<file path="config.mk">
export PLATFORM = sky130hd
export DESIGN_NAME = visible_text_width_counter_core
export DESIGN_NICKNAME = d
export VERILOG_FILES = /design/src/hdl/vtwc_pkg.sv /design/src/hdl/visible_text_width_counter_core.sv
export SDC_FILE = /design/constraint.sdc
export NUM_CORES = 1
export LEC_CHECK = 0
export BUFFER_PORTS_ARGS = -buffer_cell sky130_fd_sc_hd__buf_4
export CAP_MARGIN = 20
export CORE_MARGIN = 2
export CORE_UTILIZATION = 35
export CTS_BUF_LIST = sky130_fd_sc_hd__clkbuf_2 sky130_fd_sc_hd__clkbuf_4 sky130_fd_sc_hd__clkbuf_8
export CTS_CLUSTER_SIZE = 8
export DETAILED_ROUTE_END_ITERATION = 8
export SYNTH_ARGS = -nofsm -noshare
export SYNTH_HDL_FRONTEND = slang
export SYNTH_SLANG_ARGS = --single-unit
</file>
<file path="constraint.sdc">
create_clock -name clk -period 12.3 [get_ports clk]
set_clock_uncertainty 0.15 [all_clocks]
set_input_delay 3.075 -clock clk [delete_from_list [all_inputs] [get_ports clk]]
set_output_delay 3.075 -clock clk [all_outputs]
set_load 0.02 [all_outputs]
</file>
<file path="src/hdl/vtwc_pkg.sv">
package vtwc_pkg;

    localparam int COUNT_BITS    = 16;
    localparam int TAB_COLUMNS   = 4;
    localparam int BYTE_BITS     = 8;
    localparam int M_TDATA_BITS  = 2 * COUNT_BITS;
    localparam int CFG_DATA_BITS = 32;
    localparam int CFG_ADDR_BITS = 3;

    typedef logic [COUNT_BITS-1:0] count_t;
    typedef logic [BYTE_BITS-1:0]  byte_t;

    typedef enum logic [2:0] {
        MODE_NORMAL,
        MODE_ESC,
        MODE_CSI,
        MODE_PCT,
        MODE_PCT_F,
        MODE_BRACE
    } scan_mode_t;

    // register index, taken from paddr[2]
    localparam logic REG_PROMPT_ESCAPES = 1'b0;

    localparam byte_t CH_TAB     = 8'h09;
    localparam byte_t CH_LF      = 8'h0A;
    localparam byte_t CH_VT      = 8'h0B;
    localparam byte_t CH_FF      = 8'h0C;
    localparam byte_t CH_CR      = 8'h0D;
    localparam byte_t CH_ESC     = 8'h1B;
    localparam byte_t CH_SPACE   = 8'h20;
    localparam byte_t CH_PERCENT = 8'h25;
    localparam byte_t CH_UPPER_B = 8'h42;
    localparam byte_t CH_UPPER_F = 8'h46;
    localparam byte_t CH_LBRACK  = 8'h5B;
    localparam byte_t CH_LOWER_B = 8'h62;
    localparam byte_t CH_LOWER_F = 8'h66;
    localparam byte_t CH_LBRACE  = 8'h7B;
    localparam byte_t CH_RBRACE  = 8'h7D;
    localparam byte_t CH_TILDE   = 8'h7E;
    localparam byte_t CSI_FINAL_LO = 8'h40;
    localparam byte_t UTF8_LEAD_MASK = 8'hC0;

    localparam count_t COUNT_MAX = '1;

    function automatic count_t sat_add(input count_t a, input count_t n);
        logic [COUNT_BITS:0] sum;
        begin
            sum = {1'b0, a} + {1'b0, n};
            sat_add = sum[COUNT_BITS] ? COUNT_MAX : sum[COUNT_BITS-1:0];
        end
    endfunction

    // mode left behind by a byte handled from normal mode
    function automatic scan_mode_t plain_mode(input byte_t b, input logic prompt);
        begin
            if (b == CH_ESC)
                plain_mode = MODE_ESC;
            else if ((b & UTF8_LEAD_MASK) == UTF8_LEAD_MASK)
                plain_mode = MODE_NORMAL;
            else if (b == CH_PERCENT && prompt)
                plain_mode = MODE_PCT;
            else
                plain_mode = MODE_NORMAL;
        end
    endfunction

endpackage

</file>
<file path="src/hdl/visible_text_width_counter_core.sv">
// channel | dir | tdata                               | tuser    | tlast
// s_*     | in  | [7:0] data_byte                     | has_byte | last
// m_*     | out | [15:0] visible_width, [31:16] lines | -        | -
// apb     | in  | reg 0 at 0x0: [0] prompt_escapes    | -        | -
//
// One byte per cycle sustained; a byte is taken every cycle the output is not stalled.
// A closing transfer reaches the result through the input register, then the result register.
// Only a tlast byte waits on a full result register; other bytes keep flowing.
// Reset clears scan state, counters (lines to 1), prompt_escapes; the register survives end of string.
module visible_text_width_counter_core (
    input  logic                                 clk,
    input  logic                                 rst_n,
    input  logic                                 s_tvalid,
    output logic                                 s_tready,
    input  logic [vtwc_pkg::BYTE_BITS-1:0]       s_tdata,   // [7:0] data_byte
    input  logic                                 s_tuser,   // [0] has_byte
    input  logic                                 s_tlast,
    output logic                                 m_tvalid,
    input  logic                                 m_tready,
    output logic [vtwc_pkg::M_TDATA_BITS-1:0]    m_tdata,   // [15:0] visible_width, [31:16] line_count
    input  logic                                 psel,
    input  logic                                 penable,
    input  logic                                 pwrite,
    input  logic [vtwc_pkg::CFG_ADDR_BITS-1:0]   paddr,
    input  logic [vtwc_pkg::CFG_DATA_BITS-1:0]   pwdata,
    output logic [vtwc_pkg::CFG_DATA_BITS-1:0]   prdata,
    output logic                                 pready
);
    import vtwc_pkg::*;

    logic       prompt_reg;
    logic       in_valid_reg;
    byte_t      in_byte_reg;
    logic       in_has_reg;
    logic       in_last_reg;
    scan_mode_t mode_reg, mode_next, mode_step;
    count_t     col_reg, col_next;
    count_t     widest_reg, widest_next;
    count_t     lines_reg, lines_next;
    logic       out_valid_reg;
    count_t     out_width_reg, out_width_next;
    count_t     out_lines_reg;

    logic   fire;
    logic   out_free;
    logic   do_plain;
    count_t pre_add, plain_add, fin_add;
    count_t col_a, col_b, col_c;
    logic   close_line, line_inc;

    // config port
    assign pready = 1'b1;
    assign prdata = (paddr[2] == REG_PROMPT_ESCAPES)
                  ? {{(CFG_DATA_BITS-1){1'b0}}, prompt_reg} : '0;

    always_ff @(posedge clk or negedge rst_n)
    begin
        if (!rst_n)
            prompt_reg <= 1'b0;
        else if (psel && penable && pwrite && pready && paddr[2] == REG_PROMPT_ESCAPES)
            prompt_reg <= pwdata[0];
    end

    // handshake
    assign out_free = !out_valid_reg || m_tready;
    assign fire     = in_valid_reg && (!in_last_reg || out_free);
    assign s_tready = !in_valid_reg || fire;

    always_ff @(posedge clk or negedge rst_n)
    begin
        if (!rst_n)
            in_valid_reg <= 1'b0;
        else if (s_tready)
            in_valid_reg <= s_tvalid;
    end

    always_ff @(posedge clk)
    begin
        if (s_tready && s_tvalid)
        begin
            in_byte_reg <= s_tdata;
            in_has_reg  <= s_tuser;
            in_last_reg <= s_tlast;
        end
    end

    // next scan mode
    always_comb
    begin
        mode_step = mode_reg;
        if (in_has_reg)
        begin
            case (mode_reg)
                MODE_ESC:
                    mode_step = (in_byte_reg == CH_LBRACK) ? MODE_CSI
                              : plain_mode(in_byte_reg, prompt_reg);
                MODE_CSI:
                    if (in_byte_reg inside {[CSI_FINAL_LO:CH_TILDE]})
                        mode_step = MODE_NORMAL;
                MODE_PCT:
                    if (in_byte_reg == CH_UPPER_F)
                        mode_step = MODE_PCT_F;
                    else if (in_byte_reg inside {CH_LOWER_F, CH_LOWER_B, CH_UPPER_B, CH_PERCENT})
                        mode_step = MODE_NORMAL;
                    else
                        mode_step = plain_mode(in_byte_reg, prompt_reg);
                MODE_PCT_F:
                    mode_step = (in_byte_reg == CH_LBRACE) ? MODE_BRACE
                              : plain_mode(in_byte_reg, prompt_reg);
                MODE_BRACE:
                    if (in_byte_reg == CH_RBRACE)
                        mode_step = MODE_NORMAL;
                default:
                    mode_step = plain_mode(in_byte_reg, prompt_reg);
            endcase
        end
        mode_next = in_last_reg ? MODE_NORMAL : mode_step;
    end

    // counter datapath
    always_comb
    begin
        pre_add  = '0;
        do_plain = 1'b0;
        if (in_has_reg)
        begin
            case (mode_reg)
                MODE_ESC:
                    do_plain = (in_byte_reg != CH_LBRACK);
                MODE_CSI,
                MODE_BRACE:
                    do_plain = 1'b0;
                MODE_PCT:
                    if (in_byte_reg == CH_PERCENT)
                        pre_add = count_t'(1);
                    else if (!(in_byte_reg inside {CH_UPPER_F, CH_LOWER_F, CH_LOWER_B, CH_UPPER_B}))
                    begin
                        pre_add  = count_t'(1);
                        do_plain = 1'b1;
                    end
                MODE_PCT_F:
                    if (in_byte_reg != CH_LBRACE)
                    begin
                        pre_add  = count_t'(2);
                        do_plain = 1'b1;
                    end
                default:
                    do_plain = 1'b1;
            endcase
        end

        plain_add  = '0;
        close_line = 1'b0;
        line_inc   = 1'b0;
        if (do_plain && in_byte_reg != CH_ESC)
        begin
            if ((in_byte_reg & UTF8_LEAD_MASK) == UTF8_LEAD_MASK)
                plain_add = count_t'(1);
            else if (in_byte_reg == CH_PERCENT && prompt_reg)
                plain_add = '0;
            else if (in_byte_reg == CH_TAB)
                plain_add = count_t'(TAB_COLUMNS);
            else if (in_byte_reg == CH_LF)
            begin
                close_line = 1'b1;
                line_inc   = 1'b1;
            end
            else if (in_byte_reg == CH_VT || in_byte_reg == CH_FF)
                line_inc = 1'b1;
            else if (in_byte_reg == CH_CR)
                close_line = 1'b1;
            else if (in_byte_reg inside {[CH_SPACE:CH_TILDE]})
                plain_add = count_t'(1);
        end

        col_a       = sat_add(col_reg, pre_add);
        col_b       = close_line ? '0 : sat_add(col_a, plain_add);
        widest_next = (close_line && col_a > widest_reg) ? col_a : widest_reg;
        lines_next  = line_inc ? sat_add(lines_reg, count_t'(1)) : lines_reg;

        // pending percent escape at end of string counts as text
        case (mode_step)
            MODE_PCT:   fin_add = count_t'(1);
            MODE_PCT_F: fin_add = count_t'(2);
            default:    fin_add = '0;
        endcase
        col_c          = sat_add(col_b, fin_add);
        out_width_next = (col_c > widest_next) ? col_c : widest_next;
        col_next       = col_b;
    end

    always_ff @(posedge clk or negedge rst_n)
    begin
        if (!rst_n)
        begin
            mode_reg   <= MODE_NORMAL;
            col_reg    <= '0;
            widest_reg <= '0;
            lines_reg  <= count_t'(1);
        end
        else if (fire)
        begin
            mode_reg <= mode_next;
            if (in_last_reg)
            begin
                col_reg    <= '0;
                widest_reg <= '0;
                lines_reg  <= count_t'(1);
            end
            else
            begin
                col_reg    <= col_next;
                widest_reg <= widest_next;
                lines_reg  <= lines_next;
            end
        end
    end

    // result register
    always_ff @(posedge clk or negedge rst_n)
    begin
        if (!rst_n)
            out_valid_reg <= 1'b0;
        else if (fire && in_last_reg)
            out_valid_reg <= 1'b1;
        else if (m_tready)
            out_valid_reg <= 1'b0;
    end

    always_ff @(posedge clk)
    begin
        if (fire && in_last_reg)
        begin
            out_width_reg <= out_width_next;
            out_lines_reg <= lines_next;
        end
    end

    assign m_tvalid = out_valid_reg;
    assign m_tdata  = {out_lines_reg, out_width_reg};

endmodule

</file>
Yosys cells after proc, flatten, opt, wreduce, memory -nomap -nowiden
Cells that the tools add are included.
- word-level logic and storage cells: 127
- input port bits: 52
- output and inout port bits: 67
- bits in registers: 96
- equality and inequality tests: 25
- add/sub/neg operators: 4
- bitwise gates (word level): 1
- magnitude comparators: 5
- reduce and logical (&&, ||, !) cells: 22
- mux-type cells: 58
- operators with widths (cell ; number):
    16-bit 2-to-1 mux ; 11
    8-bit by 7-bit equality test with 1-bit output, second input constant ; 7
    16-bit by 16-bit adder with 17-bit output ; 3
    8-bit by 4-bit equality test with 1-bit output, second input constant ; 5
    3-bit 2-to-1 mux ; 13
    16-bit greater-than comparator ; 2
    1-bit 2-to-1 mux ; 26
    16-bit by 1-bit adder with 17-bit output, second input constant ; 1
    8-bit by 7-bit inequality test with 1-bit output, second input constant ; 2
    3-bit one-hot mux with 5 select lines ; 1
    1-bit logical AND ; 11
    3-bit by 2-bit equality test with 1-bit output, second input constant ; 3
    3-bit equality test, second input constant ; 3
    8-bit by 5-bit equality test with 1-bit output, second input constant ; 1
    8-bit by 6-bit equality test with 1-bit output, second input constant ; 1
    8-bit by 6-bit greater-or-equal comparator with 1-bit output, second input constant ; 1
    8-bit by 7-bit greater-or-equal comparator with 1-bit output, second input constant ; 1
    8-bit by 7-bit <= comparator with 1-bit output, second input constant ; 1
    2-bit 2-to-1 mux ; 4
    8-bit by 5-bit inequality test with 1-bit output, second input constant ; 1
    2-bit one-hot mux with 2 select lines ; 2
    4-bit nonzero test ; 2
    1-bit logical OR ; 4
    1-bit one-hot mux with 4 select lines ; 1
    other kinds (6) ; 8

Logic depth before layout (Yosys ltp)
Gate-level depths: netlist of run 1.
- depth in word-level cells: 17
- mapped depth: 41
- gate-level depth less buffers: 36

Least setup slack after synthesis of run 1
No wires, ideal clock.
- path type: reg2reg
- start point: reg in_byte_reg[1]
- end point: reg out_width_reg[13], data pin
- path buffers: 5
- clock period less this slack: 8063 ps
- stages on the path, launching flop included: 40
- arrival time: 7642 ps
- slack: 4237 ps
- path through: edfxtp_1 and3b_1 a311oi_1 nand2_1 fa_1 nand3b_1 or4_1 buf_6 nand2b_1 ha_1 ha_1 a21oi_1 a31oi_1 o21ai_1 clkbuf_1 nor4_1 clkbuf_1 nor2_1 [4 not listed] nor2_1 o211ai_1 a2111oi_4 buf_6 a21oi_2 inv_1 ha_1 a21oi_1 nor2b_1 o21ai_0 nand2b_1 a21oi_1 o21ai_0 a2111oi_0 nor2_1 inv_1 clkbuf_1 o211ai_1
- longest elaborated chain between the ends: 17
- elaborated cells between the ends (all ways): 78
- ends and longest elaborated chain (element ; RTL line ; RTL):
    start: declaration ; visible_text_width_counter_core.sv:33 ; byte_t in_byte_reg;
    start signal: assignment ; visible_text_width_counter_core.sv:81 ; in_byte_reg <= s_tdata;
    branches (longest 16 deep; another with 16-bit by 16-bit adder with 17-bit output) ; n/a ;
    16-bit 2-to-1 mux * ; visible_text_width_counter_core.sv:188 ; out_width_next = (col_c > widest_next) ? col_c : widest_next;
    net out_width_next[13] ; visible_text_width_counter_core.sv:41 ; count_t out_width_reg, out_width_next;
    end signal: assignment ; visible_text_width_counter_core.sv:234 ; out_width_reg <= out_width_next;
    end: declaration ; visible_text_width_counter_core.sv:41 ;
Mark *: on every way through the listed nets, which the timed path passes.
A chain may end at the register's enable or synchronous reset.

Worst setup path after layout of run 1
Same ends and word-level chain as after synthesis.

==> impl_metrics.csv, run 1 <==
group,metric,value,unit
global_route,grt_max_degree,55,
timing,finalSetupViolCount,0,
critical_path,critical_path_arrival,9900,ps
floorplan,die_w,148,um
yosys,ys.flop_type,"dfrtp_1",
yosys,syn-cell-area,7260,sq um
cells_and_area,mostFrequentLayoutCells,"nand2_1 (77), buf_4 (60), inv_1 (53), dfrtp_1 (53), a21oi_1 (52)",
cts,clk_latency,400,ps
cells_and_area,syn2layout_area_growth,9.42,%
timing,setup_slack,2370,ps
drt,firstDrtPassIters,4,
cells_and_area,nets,940,
floorplan,rows,52,
floorplan,die_area,21900,sq um
timing,min_period,9930,ps
global_route,grt_pass1_wl,30.3,mm
timing,slew_viol_final,0,
timing,setup_tns,0,ps
drt,vias_per_cell,5.45,
power,leakage,0.00338,uW
global_route,grt_pass1_vias,5780,
yosys,avgSynthCellArea,8.88,sq um
drt,drcViolationCount,0,
cts,htree_num_levels,3,
floorplan,core_area,20300,sq um
timing,hold_viol_final,0,
cts,cts_setup_buffers,0,
critical_path,required,12270,ps
cts,numCtsBuffers,9,
timing,rsz0062_at_grt,"false",
yosys,synth-seq-cells,96,
floorplan,boundaryPins,119,
drt,first_iter_violations,444,
critical_path,cpMaxStageDelayCell,"or4_1",
cts,cts_tree,"yes",
cts,cts_root_buf,"clkbuf_8",
critical_path,start_kind,"flip-flop",
drt,wl_per_cell,16.3,um
yosys,seq_area_frac_synth,0.360,
yosys,yosys_warnings,0,
floorplan,start_util,0.357,
placement,portBuffers,53,
global_route,grt_overflow,0,
cts,postCtsHoldBufs,0,
cts,cts_resized,0,
timing,fmax,101,MHz
cells_and_area,drive_gt1_frac,0.126,
critical_path,crit_path_end_kind,"flip-flop",
power,p_per_area,98.3,nW/um^2
placement,place.gp.congestion,0.891,
drt,ant_nets,0,
yosys,synthCells,817,
drt,drt-total-wl,18.2,mm
placement,dpl_worst_slack,2510,ps
global_route,grt_util_all_layers,0.172,
cts,cts.sinks,96,
drt,via_count,6108,
yosys,synth_cell_type_count,82,
flow_run,timing.max_cap.violations,0,
floorplan,fp.dieH,148,um
cts,cts_buffer_depth,2,
critical_path,path_class,"flip-flop to flip-flop",
placement,hpwl,13.2,mm
timing,final.period_utilization,0.807,
yosys,synth_edf_count,42,
critical_path,worstPathMaxFanout,12,
yosys,synthArstFlopShare,0.563,
min_path,hold_class,"flip-flop to flip-flop",
timing,worst_pin_slew,1020,ps
critical_path,cpPeakStageDelay,860,ps
outcome,status,"complete, no violations",
cells_and_area,layout_commonest_cell,"nand2_1",
global_route,antenna_found_initial,0,
timing,relSlewSlack,0.318,
cells_and_area,diodes,0,
power,peakVddDrop,0.134,mV
cts,cts.clk_slew.worst_paths,110,ps
-- logic make-up after synthesis --
| kind of cell | synth area share |
|---|---|
| xor gates and xnor gates | 0.0266 |
| DFF | 0.360 |
| adders and majority gates | 0.0745 |
| buffers and inverters | 0.0848 |
| AOI/OAI and AO/OA | 0.219 |
| and+or+nand+nor | 0.206 |
| muxes | 0.0281 |
| other | 0.00104 |
-- cell type report --
class | count | area (sq um)
Clock buffer | 10 | 131
Tap cell | 270 | 338
Clock inverter | 6 | 50.0
Multi-Input combinational cell | 625 | 4150
Fill cell | 2133 | 12400
Inverter | 54 | 203
Sequential cell | 96 | 2610
Timing Repair Buffer | 60 | 450
-- layer usage --
metal,GRT usage,wire length [um],share of wire
met5,0,0,0
met1,0.248,8960,0.49
met2,0.264,8180,0.45
met3,0.0290,815,0.045
met4,0.0500,284,0.016
-- cells in the mapped netlist, drive strengths merged (5+ instances only) --
master | n | share of area
a22o | 13 | 0.016
a211oi | 6 | 0.0069
nand3 | 26 | 0.018
or3 | 5 | 0.0050
and3 | 9 | 0.0078
nor4 | 11 | 0.010
nor2 | 50 | 0.026
and2 | 9 | 0.0078
mux2i | 17 | 0.023
o22a | 7 | 0.0084
nand4 | 19 | 0.018
nor2b | 17 | 0.015
o211ai | 6 | 0.0062
or2 | 8 | 0.0069
edfxtp | 42 | 0.17
a31oi | 17 | 0.017
a21oi | 53 | 0.037
xnor2 | 12 | 0.014
o22ai | 22 | 0.019
o31ai | 5 | 0.0052
clkbuf | 33 | 0.017
buf | 39 | 0.040
o21a | 12 | 0.012
inv | 54 | 0.028
dfrtp | 53 | 0.18
a2bb2oi | 6 | 0.0072
ha | 40 | 0.069
a21o | 5 | 0.0052
o21ai | 40 | 0.029
nand2 | 77 | 0.040
and4 | 7 | 0.0084
nand2b | 10 | 0.0086
xor2 | 10 | 0.012
nor3 | 12 | 0.0090
-- worst max-delay path: cells and delay by family, from the launching register on --
family	cells	cell delay (ps)
DFF	1	540
and+or+nand+nor	12	2970
adders and majority gates	6	1790
AOI/OAI and AO/OA	13	3230
buffers and inverters	5	960
-- per-stage QoR --
step / instance area, sq um / instances / hold slack, ps / power, uW / utilization
floorplan: 7370 / 847 / 327 / 525 / -
global placement: 7760 / 1105 / 350 / 581 / 0.382
detailed placement: 7760 / 1105 / 352 / 579 / 0.382
CTS: 7940 / 1121 / 382 / 791 / 0.391
global route: 7940 / 1121 / 422 / 824 / 0.391
finish: 7940 / 1121 / 377 / 781 / 0.391
-- path summary, 6_finish.rpt --
path | from | endpoint | slack [ps] | cells past startpoint
max in group asynchronous | rst_n | col_reg[12] | 8850 | 1
worst max register to register | in_byte_reg[1] | out_width_reg[13] | 2370 | 36
worst max-delay path | in_byte_reg[1] | out_width_reg[13] | 2370 | 36
worst min register to register | widest_reg[0] | widest_reg[0] | 380 | 2
min in group asynchronous | rst_n | lines_reg[8] | 2590 | 1
worst min-delay path | widest_reg[0] | widest_reg[0] | 380 | 2
-- power by group --
part	switching, uW	leakage (uW)	total [uW]	internal [uW]
sequential	10.8	0.00115	369	358
combinational	126	0.00213	206	79.6
clock	126	0.0000930	205	79.2
Note: power is estimated with default switching activity, not from simulation.
==> run 2, diff against run 1 <==
- clock period: 12.3 -> 8.9 ns (I/O delays scaled with it)
==> run 2 against run 1 <==
  * Sequential power increased by 38%
  * Largest cell class unchanged
  * Total power increased by 42%
  * Design area increased by 1.6%
  * First-iteration DRC count decreased by 15%
==> impl_metrics.csv, run 2 (synthesized netlist as in run 1, its figures left out) <==
group,metric,value,unit
cells_and_area,diodes,0,
cells_and_area,nets,954,
cts,cts.sinks,96,
critical_path,path_class,"flip-flop to flip-flop",
drt,wl_per_cell,16.4,um
cells_and_area,drive_gt1_frac,0.141,
power,leakage,0.00345,uW
cts,cts_root_buf,"clkbuf_8",
cts,htree_num_levels,3,
timing,worst_pin_slew,1020,ps
power,p_per_area,138,nW/um^2
critical_path,cpMaxStageDelayCell,"or4_1",
critical_path,crit_path_end_kind,"flip-flop",
global_route,grt_pass1_wl,29.9,mm
drt,firstDrtPassIters,5,
drt,via_count,6158,
timing,fmax,120,MHz
cts,postCtsHoldBufs,0,
timing,hold_viol_final,0,
cells_and_area,syn2layout_area_growth,11.2,%
floorplan,boundaryPins,119,
critical_path,start_kind,"flip-flop",
min_path,hold_class,"flip-flop to flip-flop",
timing,setup_tns,0,ps
critical_path,cp-startpoint,"in_byte_reg[1]",
timing,finalSetupViolCount,0,
cells_and_area,final_cell_area,8070,sq um
power,peakVddDrop,0.243,mV
floorplan,die_area,21900,sq um
timing,final.period_utilization,0.936,
placement,hpwl,13.5,mm
cts,clk_latency,400,ps
floorplan,core_area,20300,sq um
cells_and_area,mostFrequentLayoutCells,"nand2_1 (77), buf_4 (74), dfrtp_1 (53), inv_1 (52), a21oi_1 (52)",
critical_path,required,8980,ps
drt,drcViolationCount,0,
global_route,grt_util_all_layers,0.171,
power,p_total,1110,uW
cells_and_area,nFillCells,2077,
timing,rsz0062_at_grt,"false",
global_route,grt_max_degree,55,
cells_and_area,layout_commonest_cell,"nand2_1",
floorplan,die_w,148,um
critical_path,r2r_start,"in_byte_reg[1]",
outcome,status,"complete, no violations",
global_route,grt_overflow,0,
floorplan,fp.dieH,148,um
timing,slew_viol_final,0,
cts,cts_tree,"yes",
placement,dpl-instance-area,7860,sq um
timing,relSlewSlack,0.318,
placement,place.gp.congestion,0.890,
drt,vias_per_cell,5.43,
drt,ant_nets,0,
min_path,worstHoldStart,"widest_reg[0]",
global_route,antenna_found_initial,0,
cts,numCtsBuffers,9,
flow_run,timing.max_cap.violations,0,
global_route,grt_pass1_vias,5645,
floorplan,start_util,0.357,
critical_path,worstPathMaxFanout,16,
timing,min_period,8330,ps
placement,portBuffers,53,
floorplan,rows,52,
cts,cts_buffer_depth,2,
drt,drt-total-wl,18.6,mm
drt,first_iter_violations,376,
critical_path,critical_path_arrival,8400,ps
cts,cts.clk_slew.worst_paths,110,ps
critical_path,cpPeakStageDelay,580,ps
[run 2: power by group]
part	switching [uW]	total, uW	internal (uW)	leakage [uW]
logic	177	289	112	0.00220
registers	14.3	510	495	0.00115
clock network	175	313	137	0.0000988
[run 2: timing repair]
action	4_1_cts	5_1_grt
gates resized for setup	0	1
hold endpoints to repair	0	0
buffers inserted	0	0
setup endpoints to repair	0	7
[run 2: final cells by class]
type | count | area, sq um | area share
inverters | 54 | 203 | 0.0251
multi-input cells | 625 | 4150 | 0.515
repair buffers | 74 | 556 | 0.0689
clock inverters | 6 | 73.8 | 0.00915
flip-flops and latches | 96 | 2610 | 0.324
clock buffers | 10 | 131 | 0.0163
well taps | 270 | 338 | 0.0419
[run 2: metrics by stage]
step	hold WS (ps)	util	setup WS, ps	cells
finish	386	0.397	573	1135
global route	423	0.397	35.4	1135
CTS	397	0.397	460	1135
detailed placement	351	0.387	502	1119
global placement	348	0.387	444	1119
floorplan	327	-	837	847
[run 2: worst paths after layout]
check / depth (start not counted) / endpoint / slack (ps)
setup / recovery: 37 / out_width_reg[13] / 570
hold / removal: 2 / widest_reg[0] / 390
setup reg to reg: 37 / out_width_reg[13] / 570
hold reg to reg: 2 / widest_reg[0] / 390
max in group asynchronous: 1 / mode_reg[0] / 6320
min in group asynchronous: 1 / col_reg[1] / 1760
[run 2: metal layers]
metal,part of all wire,vias up,GRT usage
li1,-,3054,-
met1,0.49,2918,0.246
met2,0.45,172,0.266
met3,0.048,14,0.0287
met4,0.012,0,0.0500
met5,0,-,0
[run 2: critical path, delay by kind of cell (launching register included)]
kind	cells	cell delay [ps]
compound gates	13	2210
buf+inv	4	620
flops	1	530
simple gates	14	2860
fa+ha+maj	6	1790
==> run 3, diff against run 2 <==
- RECOVER_POWER: default -> 50
==> run 3 against run 2 <==
  * The flow now finishes with violations (capacitance limit, slew limit)
  * Hold slack better by 0.54 ps
  * Global-route usage stayed put
  * Via count is 0.13% lower
  * Final cell count stayed put
  * Sequential cell count stayed put
  * Core utilization is 0.60 points lower
  * Count of clock-buffer cells in the layout stayed put
  * Worst setup slack worse by 46 ps
  * Highest routed layer unchanged
  * Non-clock buffer count stayed put
  * Critical path type unchanged
  * Sequential power hardly changed
  * Die area stayed put
  * Total power is 1.1% lower
==> impl_metrics.csv, run 3 (synthesized netlist as in run 1, its figures left out) <==
group,metric,value,unit
outcome,status,"finished, violations left",
outcome,failed_checks,"capacitance limit, slew limit",
cells_and_area,nFillCells,2117,
placement,place.gp.congestion,0.890,
critical_path,required,8950,ps
drt,via_count,6150,
timing,worst_pin_slew,3280,ps
global_route,grt_pass1_wl,29.9,mm
cts,cts_tree,"yes",
global_route,grt_util_all_layers,0.171,
floorplan,fp.dieH,148,um
timing,fmax,119,MHz
cts,cts.sinks,96,
timing,slew_viol_final,96,
floorplan,die_area,21900,sq um
drt,ant_nets,0,
placement,hpwl,13.5,mm
placement,portBuffers,53,
cells_and_area,drive_gt1_frac,0.104,
floorplan,core_area,20300,sq um
critical_path,crit_path_end_kind,"flip-flop",
min_path,hold_class,"flip-flop to flip-flop",
drt,drcViolationCount,0,
cells_and_area,final_cell_area,7950,sq um
cells_and_area,syn2layout_area_growth,9.50,%
timing,min_period,8370,ps
flow_run,timing.max_cap.violations,3,
global_route,grt_overflow,0,
cells_and_area,diodes,0,
cts,numCtsBuffers,9,
cts,clk_latency,400,ps
cells_and_area,layout_commonest_cell,"nand2_1",
timing,setup_slack,527,ps
timing,finalSetupViolCount,0,
cts,cts_root_buf,"clkbuf_8",
timing,final.period_utilization,0.941,
drt,drt-total-wl,18.5,mm
cts,cts_buffer_depth,2,
cells_and_area,mostFrequentLayoutCells,"nand2_1 (77), dfrtp_1 (53), inv_1 (52), a21oi_1 (52), nor2_1 (49)",
cells_and_area,nets,954,
placement,dpl-instance-area,7860,sq um
drt,wl_per_cell,16.3,um
drt,vias_per_cell,5.42,
power,leakage,0.00333,uW
floorplan,boundaryPins,119,
critical_path,path_class,"flip-flop to flip-flop",
critical_path,cpPeakStageDelay,580,ps
cts,htree_num_levels,3,
power,p_per_area,138,nW/um^2
cells_and_area,final_util,0.391,
timing,rsz0062_at_grt,"false",
global_route,grt_max_degree,55,
floorplan,die_w,148,um
global_route,grt_pass1_vias,5645,
power,p_total,1100,uW
critical_path,start_kind,"flip-flop",
cts,cts.clk_slew.worst_paths,120,ps
cts,postCtsHoldBufs,0,
drt,first_iter_violations,416,
global_route,antenna_found_initial,0,
critical_path,critical_path_arrival,8420,ps
power,peakVddDrop,0.240,mV
timing,setup_tns,0,ps
critical_path,cpMaxStageDelayCell,"or4_1",
drt,firstDrtPassIters,5,
timing,relSlewSlack,-1.19,
floorplan,rows,52,
placement,dpl_worst_slack,502,ps
timing,hold_viol_final,0,
floorplan,start_util,0.357,
critical_path,worstPathMaxFanout,16,
-- run 3: cell count changes in the layout (fill, tap and decap cells not counted) --
cell,before,now
clkbuf_1,0,31
and2_1,8,6
clkbuf_4,1,13
a2111oi_0,2,3
a2111oi_2,1,0
buf_4,74,31
and2_0,1,3
-- run 3: layout make-up --
class	count	area [sq um]	area share
Inverter	54	203	0.0255
Clock inverter	6	73.8	0.00929
Clock buffer	10	131	0.0165
Timing Repair Buffer	74	439	0.0553
Sequential cell	96	2610	0.329
Tap cell	270	338	0.0425
Multi-Input combinational cell	625	4150	0.522
-- run 3: metrics by stage --
| step | hold slack, ps | instances |
|---|---|---|
| after global placement | 348 | 1119 |
| after CTS | 397 | 1135 |
| after floorplan | 327 | 847 |
| final | 387 | 1135 |
| after detailed placement | 351 | 1119 |
| after global routing | 423 | 1135 |
-- run 3: worst max-delay path, delay by kind of cell (launching register included) --
family,cells,cell delay (ps)
and+or+nand+nor,14,2880
AOI/OAI and AO/OA,13,2210
adders and majority gates,6,1790
buffers and inverters,4,620
DFF,1,530
-- run 3: power breakdown --
part / switching [uW] / internal [uW] / total [uW]
sequential: 13.9 / 495 / 509
clock: 174 / 137 / 312
combinational: 177 / 101 / 278
total: 365 / 733 / 1100
-- run 3: final timing paths --
check                               start           endpoint  slack, ps  cells past startpoint
max                        in_byte_reg[1]  out_width_reg[15]        530                     37
min                         widest_reg[0]      widest_reg[0]        390                      2
max reg2reg                in_byte_reg[1]  out_width_reg[15]        530                     37
min reg2reg                 widest_reg[0]      widest_reg[0]        390                      2
max in group asynchronous           rst_n        mode_reg[0]       3980                      1
min in group asynchronous           rst_n         col_reg[3]       2780                      1
-- run 3: timing repair --
action / CTS / global route
setup endpoints to repair: 0 / 7
setup buffers: 0 / 0
hold endpoints to repair: 0 / 0
gates resized for setup: 0 / 1
-- run 3: routing by layer --
metal	part of all wire	global-route usage	up-vias
met5	0	0	-
met1	0.49	0.246	2905
met4	0.014	0.0500	0
met2	0.45	0.266	166
li1	-	-	3063
met3	0.049	0.0287	16
